$ cat src/rtl/core/lcdw_pkg.sv
// Shared types and constants for the three-wire LCD write serializer.
package lcdw_pkg;

	localparam int unsigned FrameBits = 12;
	localparam int unsigned CntW      = $clog2(FrameBits + 1);

	typedef enum logic [1:0] {
		CMD_COMMAND = 2'd0,
		CMD_START   = 2'd1,
		CMD_NIBBLE  = 2'd2
	} cmd_t;

	localparam logic [2:0] HDR_COMMAND = 3'b100;
	localparam logic [2:0] HDR_WRITE   = 3'b101;

	localparam logic [CntW-1:0] LEN_COMMAND = CntW'(12);
	localparam logic [CntW-1:0] LEN_START   = CntW'(9);
	localparam logic [CntW-1:0] LEN_NIBBLE  = CntW'(4);

	typedef struct packed {
		logic [1:0] command;
		logic [7:0] value;
		logic       end_frame;
	} req_t;

	typedef struct packed {
		logic bit_value;
		logic frame_start;
		logic frame_end;
		logic last;
	} rsp_t;

	// one decoded request, bits sent from the MSB down
	typedef struct packed {
		logic                 drop;
		logic [FrameBits-1:0] bits;
		logic [CntW-1:0]      len;
		logic                 fs;
		logic                 fe;
	} frame_t;

endpackage

$ cat src/rtl/core/lcdw_decode.sv
// Request decoder: builds the bit frame for a word and tracks the open data frame.
module lcdw_decode import lcdw_pkg::*; (
	input  logic   clk,
	input  logic   arst_n,
	input  req_t   req,
	input  logic   take,
	output frame_t frame
);

	logic frame_open_q;
	logic open_nxt;

	always_comb begin
		frame     = '0;
		frame.drop = 1'b1;
		open_nxt  = frame_open_q;
		case (req.command)
			CMD_COMMAND: begin
				if (!frame_open_q) begin
					frame.drop = 1'b0;
					frame.bits = {HDR_COMMAND, req.value, 1'b0};
					frame.len  = LEN_COMMAND;
					frame.fs   = 1'b1;
					frame.fe   = 1'b1;
				end
			end
			CMD_START: begin
				if (!frame_open_q) begin
					frame.drop = 1'b0;
					frame.bits = {HDR_WRITE, req.value[5:0], 3'b000};
					frame.len  = LEN_START;
					frame.fs   = 1'b1;
					open_nxt   = 1'b1;
				end
			end
			CMD_NIBBLE: begin
				if (frame_open_q) begin
					frame.drop = 1'b0;
					frame.bits = {req.value[0], req.value[1], req.value[2], req.value[3],
						8'h00};
					frame.len  = LEN_NIBBLE;
					frame.fe   = req.end_frame;
					open_nxt   = !req.end_frame;
				end
			end
			default: begin
				frame.drop = 1'b1;
			end
		endcase
	end

	always_ff @(posedge clk or negedge arst_n) begin
		if (!arst_n) begin
			frame_open_q <= 1'b0;
		end else if (take) begin
			frame_open_q <= open_nxt;
		end
	end

endmodule

$ cat src/rtl/core/lcdw_serial.sv
// Frame shifter and result register: one bit out per cycle while the result register is not stalled.
module lcdw_serial import lcdw_pkg::*; (
	input  logic   clk,
	input  logic   arst_n,
	input  frame_t frame,
	input  logic   load,
	output logic   can_load,
	output logic   rsp_valid,
	input  logic   rsp_ready,
	output rsp_t   rsp
);

	logic [FrameBits-1:0] sh_q;
	logic [CntW-1:0]      cnt_q;
	logic                 fs_q;
	logic                 fe_q;
	logic                 emit;
	logic                 at_last;
	rsp_t                 rsp_q;
	logic                 rsp_valid_q;

	assign at_last  = (cnt_q == CntW'(1));
	assign emit     = (cnt_q != '0) && (!rsp_valid_q || rsp_ready);
	assign can_load = (cnt_q == '0) || (emit && at_last);

	always_ff @(posedge clk or negedge arst_n) begin
		if (!arst_n) begin
			cnt_q <= '0;
			fs_q  <= 1'b0;
			fe_q  <= 1'b0;
		end else if (load) begin
			cnt_q <= frame.len;
			fs_q  <= frame.fs;
			fe_q  <= frame.fe;
		end else if (emit) begin
			cnt_q <= cnt_q - CntW'(1);
			fs_q  <= 1'b0;
		end
	end

	always_ff @(posedge clk) begin
		if (load) begin
			sh_q <= frame.bits;
		end else if (emit) begin
			sh_q <= {sh_q[FrameBits-2:0], 1'b0};
		end
	end

	always_ff @(posedge clk or negedge arst_n) begin
		if (!arst_n) begin
			rsp_valid_q <= 1'b0;
		end else if (emit) begin
			rsp_valid_q <= 1'b1;
		end else if (rsp_ready) begin
			rsp_valid_q <= 1'b0;
		end
	end

	always_ff @(posedge clk) begin
		if (emit) begin
			rsp_q.bit_value   <= sh_q[FrameBits-1];
			rsp_q.frame_start <= fs_q;
			rsp_q.frame_end   <= fe_q && at_last;
			rsp_q.last        <= at_last;
		end
	end

	assign rsp_valid = rsp_valid_q;
	assign rsp       = rsp_q;

endmodule

$ cat src/rtl/core/lcd_driver_three_wire_writer.sv
// Top level of the three-wire LCD write serializer.
//
//  channel | dir | handshake            | word
//  req     | in  | req_valid/req_ready  | req_t: command, value, end_frame
//  rsp     | out | rsp_valid/rsp_ready  | rsp_t: bit_value, frame_start, frame_end, last
//
// One bit leaves per cycle from the frame shifter while rsp is not stalled: a command sends 12 bits,
// a data start 9, a nibble 4; a dropped word sends nothing.
// The next word is taken in the cycle the previous word's last bit is sent.
// Reset clears the open-frame flag and empties the shifter and result register.
// A stalled rsp holds its word and stops the shifter, and with it req_ready while the shifter holds bits.
module lcd_driver_three_wire_writer import lcdw_pkg::*; (
	input  logic clk,
	input  logic arst_n,
	input  logic req_valid,
	output logic req_ready,
	input  req_t req,
	output logic rsp_valid,
	input  logic rsp_ready,
	output rsp_t rsp
);

	frame_t frame;
	logic   take;
	logic   can_load;

	assign req_ready = can_load;
	assign take      = req_valid && req_ready;

	lcdw_decode u_decode (
		.clk   (clk),
		.arst_n(arst_n),
		.req   (req),
		.take  (take),
		.frame (frame)
	);

	lcdw_serial u_serial (
		.clk      (clk),
		.arst_n   (arst_n),
		.frame    (frame),
		.load     (take && !frame.drop),
		.can_load (can_load),
		.rsp_valid(rsp_valid),
		.rsp_ready(rsp_ready),
		.rsp      (rsp)
	);

endmodule

$ cat config.mk
export PLATFORM = sky130hd
export DESIGN_NAME = lcd_driver_three_wire_writer
export DESIGN_NICKNAME = d
export VERILOG_FILES = /design/src/rtl/core/lcdw_pkg.sv /design/src/rtl/core/lcdw_decode.sv /design/src/rtl/core/lcdw_serial.sv /design/src/rtl/core/lcd_driver_three_wire_writer.sv
export SDC_FILE = /design/constraint.sdc
export NUM_CORES = 1
export LEC_CHECK = 0
export BUFFER_PORTS_ARGS = -buffer_cell sky130_fd_sc_hd__buf_2
export CORE_MARGIN = 4
export CORE_UTILIZATION = 55
export DETAILED_ROUTE_END_ITERATION = 16
export PLACE_DENSITY = 0.79
export SYNTH_ARGS = -nofsm -noshare
export SYNTH_HDL_FRONTEND = slang
export SYNTH_SLANG_ARGS = --single-unit
export TNS_END_PERCENT = 20
$ cat constraint.sdc
create_clock -name clk -period 4.05 [get_ports clk]
set_input_delay 0 -clock clk [delete_from_list [all_inputs] [get_ports clk]]
set_output_delay 0 -clock clk [all_outputs]
set_load 0.05 [all_outputs]
==> key figures <==
Status
  • Status: finished clean

Hold path
  • WHS Endpoint: u_decode.frame_open_q
  • Min-Delay Path Class: primary input to flip-flop
  • Worst Hold Depth: 4
  • Hold_sp: req[0]

Routing
  • DRT Pass-1 Iters: 4
  • Vias per inst: about 5.4
  • DR WL met2: ~1100 um
  • DRT iter0 DRCs: 11
  • DRC errors left: 0
  • Via count: between 800 and 900
  • ANT nets after route: 0
  • Max Used Layer: met4
  • WL/cell: 14.2 um
  • M1 WL: around 1100 um
  • Met3 wire len: between 90 and 100 um
  • Total Wirelength: around 2300 um

GRT
  • Initial antenna violation count: 0
  • Largest net degree at the start of global routing: 19
  • GRT overflow: 0
  • Number of global-route vias before repair: 887
  • First-pass GRT wire length: 4020 um
  • GR Util All Layers: 0.166

Timing
  • Unrepaired setup endpoints after global routing: no
  • Final TNS setup: 0 ns
  • Final Critical Period: around 2.8 ns
  • Slew headroom: 0.479
  • Fmax achieved: ~360 MHz
  • Setup Skew: 0.00304 ns
  • Least-Margin Pin Slew: between 0.7 and 0.8 ns
  • Hold Slack: 0.00634 ns
  • Fraction of the cycle the final worst path needs: 0.682
  • Hold Vio Cnt, Final: 0
  • Setup violators final: 0
  • Slew Limit Fails: 0

Placement
  • Dpl hpwl: 1730 um
  • Placer Congestion: between 0.8 and 0.9
  • Port buffer count: 20

Synthesis
  • Post-Syn Area: ~0.0013 mm^2
  • Post-synth ARST share: 0.348
  • Synth Area per Inst: between 10 and 15 um^2
  • Warnings, synthesis: 0
  • Top cell type's share of synthesized area: 0.351
  • Ys flop type: edfxtp_1
  • #FFs+latches synth: 23
  • EDFF count, synth: 15
  • Netlist cell types: 31
  • Sequential share of the synthesized area: 0.507
  • Yosys top cell by area: edfxtp_1
  • Synth Instances: around 110
  • Post-Syn Nets: approximately 130
  • Commonest cells in the netlist: edfxtp_1, inv_1
  • Count leader, synth: edfxtp_1
  • Largest cells by area after synthesis: edfxtp_1, dfrtp_1, mux2_2

CTS
  • Worst-path clk slew: ~0.12 ns
  • H-tree Lvls: 1
  • Clk buf depth: 2
  • Root Buffer: clkbuf_4
  • Num CTS Buffers: 3
  • Cts repair resizes: 0
  • Clock Latency Late Sink: just over 0.3 ns
  • Clock Sinks: 23
  • CTS tree: built

Setup path
  • CP Data Arrival Time: ~2.7 ns
  • Worst path required time: 4.02 ns
  • Critical path peak fanout: 18
  • Max stage delay on crit path: just over 0.7 ns
  • CP max stage cell: or3_1
  • CP Cell Sequence: inv_1, ha_1, or2_1, o2111ai_1, or3_1, or2b_1
  • Worst Setup End Kind: flip-flop
  • Largest delay share family, worst path: simple AND/OR/NAND/NOR gates
  • Buffer and inverter count on the worst path: 1
  • CP startpoint kind: flip-flop
  • Crit Path Class: flip-flop to flip-flop
  • Critical R2R Launch: u_serial.cnt_q[0]
  • Worst R2R Setup Slack: roughly 1.3 ns
  • Worst R2R End: u_serial.sh_q[4]
  • R2R depth: 6

Finish
  • Layout fillers: between 150 and 200
  • Final #Nets: 155
  • Layout cell share with drive strength beyond 1: 0.250
  • N_diodes: 0
  • Synth-to-layout area growth: 10.0%

Power and ir drop
  • Psw: between 300 and 400 uW
  • Logic gate share of total power: 0.396
  • Power Density: 596 mW/mm^2
  • Leak: about 0.66 nW
  • Clock Power Share: 0.126
  • VDD IR max: roughly 0.00046 V
  • Internal power: about 520 uW
  • Sw frac: 0.386
  • Flop pwr share: 0.478
  • Design Power: ~840 uW

Floorplanning
  • Number of top-level pins: 21
  • DIE HEIGHT: around 56 um
  • Die area: 0.00317 mm^2
  • Starting Density: 0.580
  • Row count: 17
  • Core Region: approximately 0.0022 mm^2
  • Die width: roughly 56 um

Job
  • Max cap viols: 0
## repair_timing
| item | CTS | global route |
|---|---|---|
| hold endpoints to repair | 8 | 0 |
| buffers inserted | 0 | 0 |
| hold buffers | 1 | 0 |
## worst register-to-register path: stages (launching register included)
cell and delay, ns:
dfrtp_1 0.43, inv_1 0.13, ha_1 0.30, or2_1 0.15, o2111ai_1 0.15, or3_1 0.72, or2b_1 0.55
## how the worst max path moves through the flow
stage | slack (ns) | endpoint | startpoint | depth (start not counted)
after detailed placement | 1.32 | u_serial.sh_q[5] | u_serial.cnt_q[0] | 6
after CTS | 1.29 | u_serial.sh_q[7] | u_serial.cnt_q[0] | 6
after global placement | 1.46 | u_serial.sh_q[7] | u_serial.cnt_q[0] | 6
final | 1.29 | u_serial.sh_q[4] | u_serial.cnt_q[0] | 6
after global routing | 1.08 | u_serial.sh_q[6] | u_serial.cnt_q[0] | 6
after floorplan | 1.74 | u_serial.sh_q[10] | u_serial.cnt_q[0] | 8
## cell families after synthesis
| kind of cell | share of synthesized area |
|---|---|
| xor+xnor | 0.00683 |
| fa+ha+maj | 0.0683 |
| compound gates | 0.103 |
| mux | 0.133 |
| simple gates | 0.122 |
| buf+inv | 0.0595 |
| flops | 0.507 |
## flip-flops by register name (all words and copies together), names as in the netlist
signal	cells
u_serial.fe_q	1
u_serial.rsp_valid	1
u_decode.frame_open_q	1
u_serial.rsp	4
u_serial.fs_q	1
u_serial.cnt_q	4
u_serial.sh_q	11
## cell usage in the layout (no fill, tap or decap), drive strengths merged
cell,n
mux2,8
and3,1
or2b,1
o211a,1
o21ai,4
buf,20
and2,2
dlygate4sd3,1
ha,7
or2,2
clkbuf,4
nor3,2
nand3,1
nor2b,3
or3,1
o2111ai,1
a22oi,2
a21boi,1
a21oi,6
nor2,7
a31oi,1
nand2,8
edfxtp,15
a22o,4
inv,9
xnor2,1
mux2i,8
nand2b,3
dfrtp,8
## cell type report
cell class                 instances  area, um^2  area share
sequential                        23         651       0.461
multi-input combinational         75         556       0.394
timing repair buffer              21         110      0.0780
tap                               28        35.0      0.0248
inverter                           9        33.8      0.0239
clock buffer                       4        26.3      0.0186
## metrics by stage
step,setup slack [ns],utilization,cells,area (um^2)
after global routing,1.08,0.638,160,1410
after detailed placement,1.32,0.622,155,1380
after floorplan,1.74,-,112,1280
final,1.29,0.638,160,1410
after CTS,1.29,0.638,160,1410
after global placement,1.46,0.622,155,1380
## per-layer routing
layer  vias to the layer above  global-route usage
met5                         -                   0
met4                         0              0.0881
met3                         6              0.0230
met2                        22               0.257
met1                       395               0.224
li1                        436                   -
## power groups by stage
stage / clock network (mW) / registers, mW / logic (mW)
global route: 0.115 / 0.413 / 0.372
detailed placement: 0 / 0.407 / 0.327
global placement: 0 / 0.401 / 0.316
CTS: 0.106 / 0.402 / 0.333
floorplan: 0 / 0.429 / 0.228
finish: 0.106 / 0.402 / 0.333
No activity file was read; power rests on OpenSTA's default activity.
